### config.mk
export PLATFORM = sky130hd
export DESIGN_NAME = int16_basic_alu_unit
export DESIGN_NICKNAME = d
export VERILOG_FILES = /design/src/rtl/i16alu_pkg.sv /design/src/rtl/int16_basic_alu_unit.sv /design/src/rtl/i16alu_front.sv /design/src/rtl/i16alu_cell.sv
export SDC_FILE = /design/constraint.sdc
export NUM_CORES = 2
export LEC_CHECK = 0
export BUFFER_PORTS_ARGS = -buffer_cell sky130_fd_sc_hd__buf_2
export CORE_MARGIN = 3
export CORE_UTILIZATION = 35
export DETAILED_ROUTE_END_ITERATION = 12
export SYNTH_ARGS = -nofsm -noshare
export SYNTH_HDL_FRONTEND = slang
export SYNTH_SLANG_ARGS = --single-unit
### constraint.sdc
create_clock -name i_clk -period 9.3 [get_ports i_clk]
set_clock_uncertainty 0.2 [all_clocks]
set_input_delay 1.86 -clock i_clk [delete_from_list [all_inputs] [get_ports i_clk]]
set_output_delay 1.86 -clock i_clk [all_outputs]
set_load 0.02 [all_outputs]
### src/rtl/i16alu_pkg.sv
package i16alu_pkg;

    localparam int unsigned DATA_W = 16;
    localparam int unsigned CMD_W  = 4;

    typedef enum logic [CMD_W-1:0] {
        CMD_ADD = 4'd0,
        CMD_SUB = 4'd1,
        CMD_MUL = 4'd2,
        CMD_DIV = 4'd3,
        CMD_MOD = 4'd4,
        CMD_EQ  = 4'd5,
        CMD_NE  = 4'd6,
        CMD_LT  = 4'd7,
        CMD_GT  = 4'd8,
        CMD_LE  = 4'd9,
        CMD_GE  = 4'd10,
        CMD_AND = 4'd11,
        CMD_OR  = 4'd12,
        CMD_XOR = 4'd13,
        CMD_NEG = 4'd14,
        CMD_NOT = 4'd15
    } t_cmd;

    localparam logic [DATA_W-1:0] TRUE_VAL  = 16'hFFFF;
    localparam logic [DATA_W-1:0] FALSE_VAL = 16'h0000;

    // Side information that travels alongside the divider data.
    typedef struct packed {
        logic              valid;
        logic              is_div;
        logic              is_mod;
        logic              div_zero;
        logic              q_neg;
        logic              r_neg;
        logic [DATA_W-1:0] value;
    } t_tag;

endpackage

### src/rtl/int16_basic_alu_unit.sv
// 16-bit signed integer ALU.
// Input: an item transfers on a rising edge with start high and busy low.
//   busy is always low, so a new item can be taken on every cycle.
//   i_command selects the operation, i_lhs / i_rhs are the operands.
// Output: each item produces one result, o_value plus o_error, shown for
//   exactly one cycle with o_valid high. Results leave in input order.
// Path: the front register loads on the transfer edge; the item then passes
//   the 16 divider cells and the output register, for every operation alike.
//   Throughput: one item per cycle.
// Divide and modulo run through a chain of 16 restoring cells, one quotient
//   bit per cell; other operations are computed up front and ride along the
//   chain with the divider data to keep order.
// Division by zero gives o_value 0 and o_error 1.
// Reset (synchronous, active low) drops every item in flight; no strobe
//   follows until new items enter. The receiver cannot stall the block.
module int16_basic_alu_unit (
    input  logic                                 i_clk,
    input  logic                                 i_rst_n,
    input  logic                                 start,
    output logic                                 busy,
    input  logic [i16alu_pkg::CMD_W-1:0]         i_command,
    input  logic signed [i16alu_pkg::DATA_W-1:0] i_lhs,
    input  logic signed [i16alu_pkg::DATA_W-1:0] i_rhs,
    output logic                                 o_valid,
    output logic signed [i16alu_pkg::DATA_W-1:0] o_value,
    output logic                                 o_error
);

    localparam int unsigned NCELL = i16alu_pkg::DATA_W;

    i16alu_pkg::t_tag              tag [0:NCELL];
    logic [i16alu_pkg::DATA_W-1:0] rem [0:NCELL];
    logic [i16alu_pkg::DATA_W-1:0] quo [0:NCELL];
    logic [i16alu_pkg::DATA_W-1:0] dvs [0:NCELL];

    i16alu_pkg::t_tag              last;
    logic [i16alu_pkg::DATA_W-1:0] n_value;
    logic                          n_error;
    logic                          r_valid;
    logic [i16alu_pkg::DATA_W-1:0] r_value;
    logic                          r_error;

    assign busy = 1'b0;

    i16alu_front u_front (
        .i_clk     (i_clk),
        .i_rst_n   (i_rst_n),
        .i_load    (start & ~busy),
        .i_command (i_command),
        .i_lhs     (i_lhs),
        .i_rhs     (i_rhs),
        .o_tag     (tag[0]),
        .o_dvd     (quo[0]),
        .o_dvs     (dvs[0])
    );

    assign rem[0] = '0;

    for (genvar g = 0; g < NCELL; g++) begin : g_cell
        i16alu_cell u_cell (
            .i_clk   (i_clk),
            .i_rst_n (i_rst_n),
            .i_tag   (tag[g]),
            .i_rem   (rem[g]),
            .i_quo   (quo[g]),
            .i_dvs   (dvs[g]),
            .o_tag   (tag[g+1]),
            .o_rem   (rem[g+1]),
            .o_quo   (quo[g+1]),
            .o_dvs   (dvs[g+1])
        );
    end

    assign last = tag[NCELL];

    always_comb begin
        n_error = 1'b0;
        if (last.is_div || last.is_mod) begin
            if (last.div_zero) begin
                n_value = '0;
                n_error = 1'b1;
            end else if (last.is_div) begin
                // Most negative over minus one wraps back to itself here.
                n_value = last.q_neg ? (16'h0000 - quo[NCELL]) : quo[NCELL];
            end else begin
                n_value = last.r_neg ? (16'h0000 - rem[NCELL]) : rem[NCELL];
            end
        end else begin
            n_value = last.value;
        end
    end

    always_ff @(posedge i_clk) begin
        if (!i_rst_n) begin
            r_valid <= 1'b0;
        end else begin
            r_valid <= last.valid;
        end
        r_value <= n_value;
        r_error <= n_error;
    end

    assign o_valid = r_valid;
    assign o_value = r_value;
    assign o_error = r_error;

endmodule

### src/rtl/i16alu_front.sv
module i16alu_front (
    input  logic                              i_clk,
    input  logic                              i_rst_n,
    input  logic                              i_load,
    input  logic [i16alu_pkg::CMD_W-1:0]      i_command,
    input  logic signed [i16alu_pkg::DATA_W-1:0] i_lhs,
    input  logic signed [i16alu_pkg::DATA_W-1:0] i_rhs,
    output i16alu_pkg::t_tag                  o_tag,
    output logic [i16alu_pkg::DATA_W-1:0]     o_dvd,
    output logic [i16alu_pkg::DATA_W-1:0]     o_dvs
);

    i16alu_pkg::t_cmd                    cmd;
    i16alu_pkg::t_tag                    n_tag;
    i16alu_pkg::t_tag                    r_tag;
    logic [2*i16alu_pkg::DATA_W-1:0]     prod;
    logic [i16alu_pkg::DATA_W-1:0]       n_dvd;
    logic [i16alu_pkg::DATA_W-1:0]       n_dvs;
    logic [i16alu_pkg::DATA_W-1:0]       r_dvd;
    logic [i16alu_pkg::DATA_W-1:0]       r_dvs;

    assign cmd  = i16alu_pkg::t_cmd'(i_command);
    // Low half of the product is the same for signed and unsigned operands.
    assign prod = {16'h0000, i_lhs} * {16'h0000, i_rhs};

    always_comb begin
        n_dvd = i_lhs[15] ? (16'h0000 - i_lhs) : i_lhs;
        n_dvs = i_rhs[15] ? (16'h0000 - i_rhs) : i_rhs;

        n_tag          = '0;
        n_tag.valid    = i_load;
        n_tag.div_zero = (i_rhs == 16'h0000);
        n_tag.q_neg    = i_lhs[15] ^ i_rhs[15];
        n_tag.r_neg    = i_lhs[15];

        unique case (cmd)
            i16alu_pkg::CMD_ADD: n_tag.value = i_lhs + i_rhs;
            i16alu_pkg::CMD_SUB: n_tag.value = i_lhs - i_rhs;
            i16alu_pkg::CMD_MUL: n_tag.value = prod[15:0];
            i16alu_pkg::CMD_DIV: n_tag.is_div = 1'b1;
            i16alu_pkg::CMD_MOD: n_tag.is_mod = 1'b1;
            i16alu_pkg::CMD_EQ:  n_tag.value = (i_lhs == i_rhs) ? i16alu_pkg::TRUE_VAL
                                                                 : i16alu_pkg::FALSE_VAL;
            i16alu_pkg::CMD_NE:  n_tag.value = (i_lhs != i_rhs) ? i16alu_pkg::TRUE_VAL
                                                                 : i16alu_pkg::FALSE_VAL;
            i16alu_pkg::CMD_LT:  n_tag.value = (i_lhs <  i_rhs) ? i16alu_pkg::TRUE_VAL
                                                                 : i16alu_pkg::FALSE_VAL;
            i16alu_pkg::CMD_GT:  n_tag.value = (i_lhs >  i_rhs) ? i16alu_pkg::TRUE_VAL
                                                                 : i16alu_pkg::FALSE_VAL;
            i16alu_pkg::CMD_LE:  n_tag.value = (i_lhs <= i_rhs) ? i16alu_pkg::TRUE_VAL
                                                                 : i16alu_pkg::FALSE_VAL;
            i16alu_pkg::CMD_GE:  n_tag.value = (i_lhs >= i_rhs) ? i16alu_pkg::TRUE_VAL
                                                                 : i16alu_pkg::FALSE_VAL;
            i16alu_pkg::CMD_AND: n_tag.value = i_lhs & i_rhs;
            i16alu_pkg::CMD_OR:  n_tag.value = i_lhs | i_rhs;
            i16alu_pkg::CMD_XOR: n_tag.value = i_lhs ^ i_rhs;
            i16alu_pkg::CMD_NEG: n_tag.value = 16'h0000 - i_lhs;
            i16alu_pkg::CMD_NOT: n_tag.value = ~i_lhs;
            default:             n_tag.value = i16alu_pkg::FALSE_VAL;
        endcase
    end

    always_ff @(posedge i_clk) begin
        if (!i_rst_n) begin
            r_tag <= '0;
        end else begin
            r_tag <= n_tag;
        end
        r_dvd <= n_dvd;
        r_dvs <= n_dvs;
    end

    assign o_tag = r_tag;
    assign o_dvd = r_dvd;
    assign o_dvs = r_dvs;

endmodule

### src/rtl/i16alu_cell.sv
module i16alu_cell (
    input  logic                          i_clk,
    input  logic                          i_rst_n,
    input  i16alu_pkg::t_tag              i_tag,
    input  logic [i16alu_pkg::DATA_W-1:0] i_rem,
    input  logic [i16alu_pkg::DATA_W-1:0] i_quo,
    input  logic [i16alu_pkg::DATA_W-1:0] i_dvs,
    output i16alu_pkg::t_tag              o_tag,
    output logic [i16alu_pkg::DATA_W-1:0] o_rem,
    output logic [i16alu_pkg::DATA_W-1:0] o_quo,
    output logic [i16alu_pkg::DATA_W-1:0] o_dvs
);

    logic [i16alu_pkg::DATA_W:0]   trial;
    logic [i16alu_pkg::DATA_W:0]   diff;
    logic [i16alu_pkg::DATA_W-1:0] n_rem;
    logic [i16alu_pkg::DATA_W-1:0] n_quo;
    i16alu_pkg::t_tag              r_tag;
    logic [i16alu_pkg::DATA_W-1:0] r_rem;
    logic [i16alu_pkg::DATA_W-1:0] r_quo;
    logic [i16alu_pkg::DATA_W-1:0] r_dvs;

    // One restoring step: shift in the next dividend bit, subtract if it fits.
    // The quotient register doubles as the dividend shift line.
    assign trial = {i_rem, i_quo[i16alu_pkg::DATA_W-1]};
    assign diff  = trial - {1'b0, i_dvs};

    always_comb begin
        if (!diff[i16alu_pkg::DATA_W]) begin
            n_rem = diff[i16alu_pkg::DATA_W-1:0];
            n_quo = {i_quo[i16alu_pkg::DATA_W-2:0], 1'b1};
        end else begin
            n_rem = trial[i16alu_pkg::DATA_W-1:0];
            n_quo = {i_quo[i16alu_pkg::DATA_W-2:0], 1'b0};
        end
    end

    always_ff @(posedge i_clk) begin
        if (!i_rst_n) begin
            r_tag <= '0;
        end else begin
            r_tag <= i_tag;
        end
        r_rem <= n_rem;
        r_quo <= n_quo;
        r_dvs <= i_dvs;
    end

    assign o_tag = r_tag;
    assign o_rem = r_rem;
    assign o_quo = r_quo;
    assign o_dvs = r_dvs;

endmodule
---- Word level (Yosys, flattened, before mapping) ----
Index checks and enable logic that the tools add are counted.
word-level totals
  register bits ........................... 1176
  input port bits ......................... 39
  output and inout bits ................... 19
  word-level logic and storage cells ...... 275
operators by class
  add/subtract/negate cells ............... 22
  multiply operators ...................... 1
  $lt $le $gt $ge ......................... 4
  equality and inequality tests ........... 17
  mux-type cells .......................... 49
  bitwise gates (word level) .............. 5
  reduce and logical (&&, ||, !) cells .... 3
operator list
  operator               number
  $mux 16                26
  $sub 17x16->17         15
  $pmux 16 s14           1
  $sub 1x16->16 const A  4
  $eq 4x4->1 const B     8
  $mux 15                2
  $mux 1                 20
  $sub 1x16->17          1
  $add 16x16->16         1
  $and 16x16->16         1
  $eq 16x16->1           1
  $eq 4x3->1 const B     4
  $ge 16x16->1           1
  $gt 16x16->1           1
  $le 16x16->1           1
  $logic_not 16->1       1
  $lt 16x16->1           1
  $mul 16x16->16         1
  $ne 16x16->1           1
  $not 16->16            1
  $or 16x16->16          1
  $sub 16x16->16         1
  $xor 16x16->16         1
  $eq 4x2->1 const B     2
  4 further kinds        4

---- Longest topological paths before layout ----
  depth in word-level cells ............... 5
  mapped depth ............................ 23
  depth with buffers taken out ............ 22

---- Hierarchy ----
A second synthesis with hierarchy kept.
second synthesis, totals
  cell total of the unflattened synthesis .. 4815
  area, all modules ....................... 50906.3 µm²
modules (own cells, without submodules)
  module                               times used  cells each  area an instance (µm²)  seq. area each (µm²)
  i16alu_cell (g_cell[10].u_cell ...)  12          222         2556.2                  1401.3
  i16alu_cell (g_cell[0].u_cell ...)   4           222         2558.7                  1401.3
  i16alu_front                         1           1078        8455.6                  1081.0
  int16_basic_alu_unit                 1           185         1541.5                  360.3

---- Worst setup path after synthesis ----
OpenSTA, ideal clock, no wires.
  path kind ............................... input port to flip-flop
  start point ............................. in i_rhs[1] (netlist bit)
  end point ............................... reg u_front.r_tag (netlist bit u_front.o_tag[15])
  library setup time ...................... 0.136 ns
  arrival ................................. 7.012 ns
  required time ........................... 8.964 ns
  slack ................................... 1.952 ns
  cell stages on the path ................. 20
  buffers on the path ..................... 1
  cell sequence ........................... clkbuf_1 clkinv_1 nor2_1 fa_1 inv_1 fa_1 inv_1 fa_1 fa_1 inv_1 fa_1 fa_1 xnor2_1 xnor2_1 xnor2_1 xnor2_1 xnor3_1 or3_1 a311oi_1 a31oi_1
on the way
  cells in the longest elaborated chain, start to end .. 3
  elaborated cells on any way between the ends .. 16
  classes of those cells .................. 2 x add/sub; 1 x mul; 4 x order compare; 2 x eq/ne; 7 x mux
ends and longest elaborated chain
  what                                                    RTL line                    text
  start, declared                                         int16_basic_alu_unit.sv:23  input logic signed [i16alu_pkg::DATA_W-1:0] i_rhs,
  branches (longest 2 deep; another with $mul 16x16->16)  -
  $pmux 16 s14 (*)                                        i16alu_front.sv:36          unique case (cmd)
  end signal, assigned                                    i16alu_front.sv:67          r_tag <= n_tag;
  end, declared                                           i16alu_front.sv:15          i16alu_pkg::t_tag r_tag;
Mark *: on every way between the ends.
A chain may end at the register's enable or synchronous reset.

---- Worst setup path in the final report ----
Ends and elaborated chain as after synthesis.

==> results.tsv <==
stage	metric	value	unit
outcome	status	completed	
route	# DRC	0	
sta	Tcrit/Tclk final	79.4	%
final_layout	area grow syn2layout	12.6	%
yosys	Avg Cell Area, Syn	10.3	um^2
power	leakage	0.0241	uW
route	Detailed Route Iter0 Violations	1671	
power	Reg power frac	34.2	%
sta	endpoints failing hold	0	
sta	Final setup viols	0	
cts	CTS max path bufs	3	
floorplanning	core area	0.139	mm^2
yosys	Synth top cells by count	1176 x dfxtp_1, 470 x inv_1, 365 x and2_1, 343 x ha_1, 263 x nor2_1	
final_layout	Final Core Density	40.0	%
floorplanning	Site Rows	136	
run	number of max-cap violations	0	
final_layout	number of fillers in the final layout	13580	
sta	shortest period the worst path allows	7390	ps
final_layout	ant diodes	0	
power	PwrDens	351	mW/mm^2
critical_path	critical path peak fanout	12	
critical_path	reg-to-reg critical path endpoint	g_cell[10].u_cell.o_rem[9]$_DFF_P_	
floorplanning	I/O pins	58	
global_routing	vias in the first global route	31757	
critical_path	Top cell by count, worst path	fa_1	
yosys	post-synthesis sequential area ratio	47.9	%
yosys	Mapped Cells	4774	
global_routing	first-pass GRT wire length	165	mm
sta	max-slew violations	0	
final_layout	fin nets	5316	
floorplanning	DIE WIDTH	381	um
sta	Worst-Margin Slew	1140	ps
cts	cts repair resizes	0	
route	final wirelength	101	mm
floorplanning	Die Y	381	um
critical_path	Setup crit start	i_rhs[1]	
global_routing	initial antenna violation count	1	
critical_path	R2R depth	11	
cts	CTS root buf	clkbuf_16	
yosys	Cell Area, Synth	0.0492	mm^2
place	I/O Buffers	56	
floorplanning	Starting Density	35.5	%
critical_path	crit path launch type	input port	
power	total net switching power	6520	uW
yosys	asr flop ratio synth	0	%
route	DR vias/cell	4.69	
power	cell-internal power	12900	uW
yosys	Ys Warns	0	
global_routing	pin count of the biggest net entering global routing	127	
sta	RSZ-0062 raised after global routing	false	
yosys	Seq cells post-synth	1176	
critical_path	max incr delay on CP	540	ps
power	Max VDD drop	193	uV
critical_path	Critical Path AT	7730	ps
yosys	most common cell in the netlist	dfxtp_1	
yosys	Main synth FF type	dfxtp_1	
critical_path	Reg2Reg Launch Point	g_cell[9].u_cell.o_quo[15]$_DFF_P_	
sta	max-slew headroom at the worst pin	23.5	%
critical_path	flop2flop setup slack	5370	ps
route	first-pass iteration count of the detailed router	5	
yosys	share of the synthesized area in the top cell type	47.9	%
route	WL per Instance	14.9	um
cts	CTS Hold Bufs	0	
yosys	top post-synthesis cells by area	dfxtp_1 48%, ha_1 8.7%, and2_1 4.6%	
critical_path	kind of critical path	input port to flop	
yosys	biggest area consumer among synthesized cells	dfxtp_1	
cts	clock buffer count from CTS	113	
power	switching share of total power	33.5	%
final_layout	FF+latch area	0.0235	mm^2
cts	clock latency on the worst-skew pair	690	ps
global_routing	total grt overflow	0	
critical_path	Slowest-stage cell, CP	fa_1	
cts	H-tree levels	3	
critical_path	CP Cell Sequence	buf_2 -> clkinv_1 -> nor2_1 -> fa_1 -> inv_1 -> fa_1 -> inv_1 -> fa_1 -> fa_1 -> inv_1 -> fa_1 -> fa_1 -> xnor2_1 -> xnor2_1 -> xnor2_1 -> xnor2_1 -> xnor3_1 -> or3_1 -> a311oi_1 -> a31oi_1	
min_path	hold crit path type	flop to flop	
cts	Sink Count	1176	
cts	postcts setup bufs	0	
route	via count	31874	
yosys	count of different cell masters after synthesis	103	
critical_path	critical path capture point type	flop	
power	combinational power share	41.4	%
floorplanning	Die ar.	0.145	mm^2
critical_path	crit path to	u_front.o_tag[15]$_SDFF_PN0_	
final_layout	Multi-input gate area	0.0233	mm^2
yosys	number of synthesized flops with an enable pin	0	
global_routing	gr usage total	13.7	%
sta	f_max	135	MHz
critical_path	CP required	9650	ps
place	RePlAce Congestion	0.890	
power	Clk pwr share	24.4	%
route	antenna viol nets, final	0	
place	Detailed Place HPWL	76.0	mm
final_layout	share of layout cells above drive strength 1	10.3	%
sta	Total Neg Setup Slack	0	ps
cts	CTS tree	done	
cts	Clock transition at path regs	60	ps
==> per-layer routing <==
metal	part of all wire [%]	global-route usage [%]	vias to the layer above	wire length, um
met4	2.8	4.63	0	2820
li1	-	-	16169	-
met5	0	0	-	0
met1	46	17.9	14973	47000
met3	4.0	1.83	183	4030
met2	47	23.4	549	47400
==> cell families (layout without fill, tap and decap cells) <==
kind of cell / after synthesis / in the layout / share of synthesized area [%]
muxes: 228 / 228 / 5.24
AOI/OAI and AO/OA: 764 / 764 / 10.6
buffers and inverters: 612 / 759 / 4.87
xor gates and xnor gates: 280 / 280 / 5.04
adders and majority gates: 440 / 440 / 12.7
other: 1 / 8 / 0.00762
and+or+nand+nor: 1273 / 1273 / 13.7
DFF: 1176 / 1176 / 47.9
==> power groups by stage <==
stage	combinational [uW]	clock, uW	sequential [uW]
3_5_place_dp	8000	0	6790
5_1_grt	9050	5120	6790
4_1_cts	8090	4920	6680
2_1_floorplan	6700	0	6540
3_3_place_gp	7930	0	6780
6_report	8050	4750	6660
==> per-stage QoR <==
stage	std cells	worst slack, ps	hold WS (ps)	cell area (um^2)	power, uW
final	6791	1910	73.6	55400	19500
after global routing	6791	1540	73.1	55400	21000
after CTS	6791	1940	61.9	55400	19700
after detailed placement	6585	1210	112	51400	14800
after global placement	6585	1340	112	51400	14700
after floorplan	4781	1950	110	49200	13200
==> layout by cell type, fill, tap and decap left out, types with 13 or more instances in the layout <==
master / n
a21boi_0: 17
xnor2_1: 221
a221oi_1: 13
clkbuf_8: 20
and3_1: 23
a31oi_1: 36
nor4_1: 26
or3_1: 40
nor2b_1: 72
o22ai_1: 22
nand3_1: 40
inv_1: 470
nand2b_1: 30
buf_2: 55
nand4_1: 22
clkbuf_16: 114
fa_1: 97
o41ai_1: 16
nand2_1: 248
dfxtp_1: 1176
o21ai_0: 169
mux2_2: 169
o21a_1: 71
mux2_4: 16
a21oi_1: 152
and2_1: 365
nor2_1: 263
o31ai_1: 41
xor2_1: 56
ha_1: 343
nor3_1: 55
bufinv_16: 15
or4_1: 18
clkbuf_1: 21
a21o_1: 31
o211ai_1: 15
clkinv_2: 13
mux2i_1: 41
a211oi_1: 27
==> sequential cells by signal, summed over array words and instances (netlist names) <==
name,cells
g_cell.u_cell.o_tag,352
g_cell.u_cell.o_quo,256
g_cell.u_cell.o_rem,256
g_cell.u_cell.o_dvs,240
u_front.o_tag,22
o_value,16
u_front.o_dvd,16
u_front.o_dvs,16
o_error,1
o_valid,1
==> worst min-delay path by stage <==
stage                                                  start                                 end  slack [ps]  cells past startpoint
after floorplan                     u_front.o_dvd[9]$_DFF_P_  g_cell[0].u_cell.o_quo[10]$_DFF_P_         110                      0
after global placement     g_cell[5].u_cell.o_quo[7]$_DFF_P_   g_cell[6].u_cell.o_quo[8]$_DFF_P_         110                      0
after detailed placement           u_front.o_dvd[12]$_DFF_P_  g_cell[0].u_cell.o_quo[13]$_DFF_P_         110                      0
after CTS                 g_cell[2].u_cell.o_quo[11]$_DFF_P_  g_cell[3].u_cell.o_quo[12]$_DFF_P_          60                      0
after global routing       g_cell[1].u_cell.o_quo[6]$_DFF_P_   g_cell[2].u_cell.o_quo[7]$_DFF_P_          70                      0
final                      g_cell[1].u_cell.o_quo[6]$_DFF_P_   g_cell[2].u_cell.o_quo[7]$_DFF_P_          70                      0
==> worst max-delay path: cells and delay by family <==
kind,cells,cell delay [ps]
and+or+nand+nor,2,620
buffers and inverters,5,1030
adders and majority gates,6,2670
xor gates and xnor gates,5,1110
AOI/OAI and AO/OA,2,430
==> final cells by class <==
| type | count | share of cell area [%] |
|---|---|---|
| Inverter | 489 | 3.33 |
| Sequential cell | 1176 | 42.5 |
| Clock buffer | 154 | 5.77 |
| Multi-Input combinational cell | 2993 | 42.1 |
| Clock inverter | 52 | 1.46 |
| Tap cell | 1863 | 4.21 |
| Timing Repair Buffer | 64 | 0.630 |
Note: power is estimated with default switching activity, not from simulation.
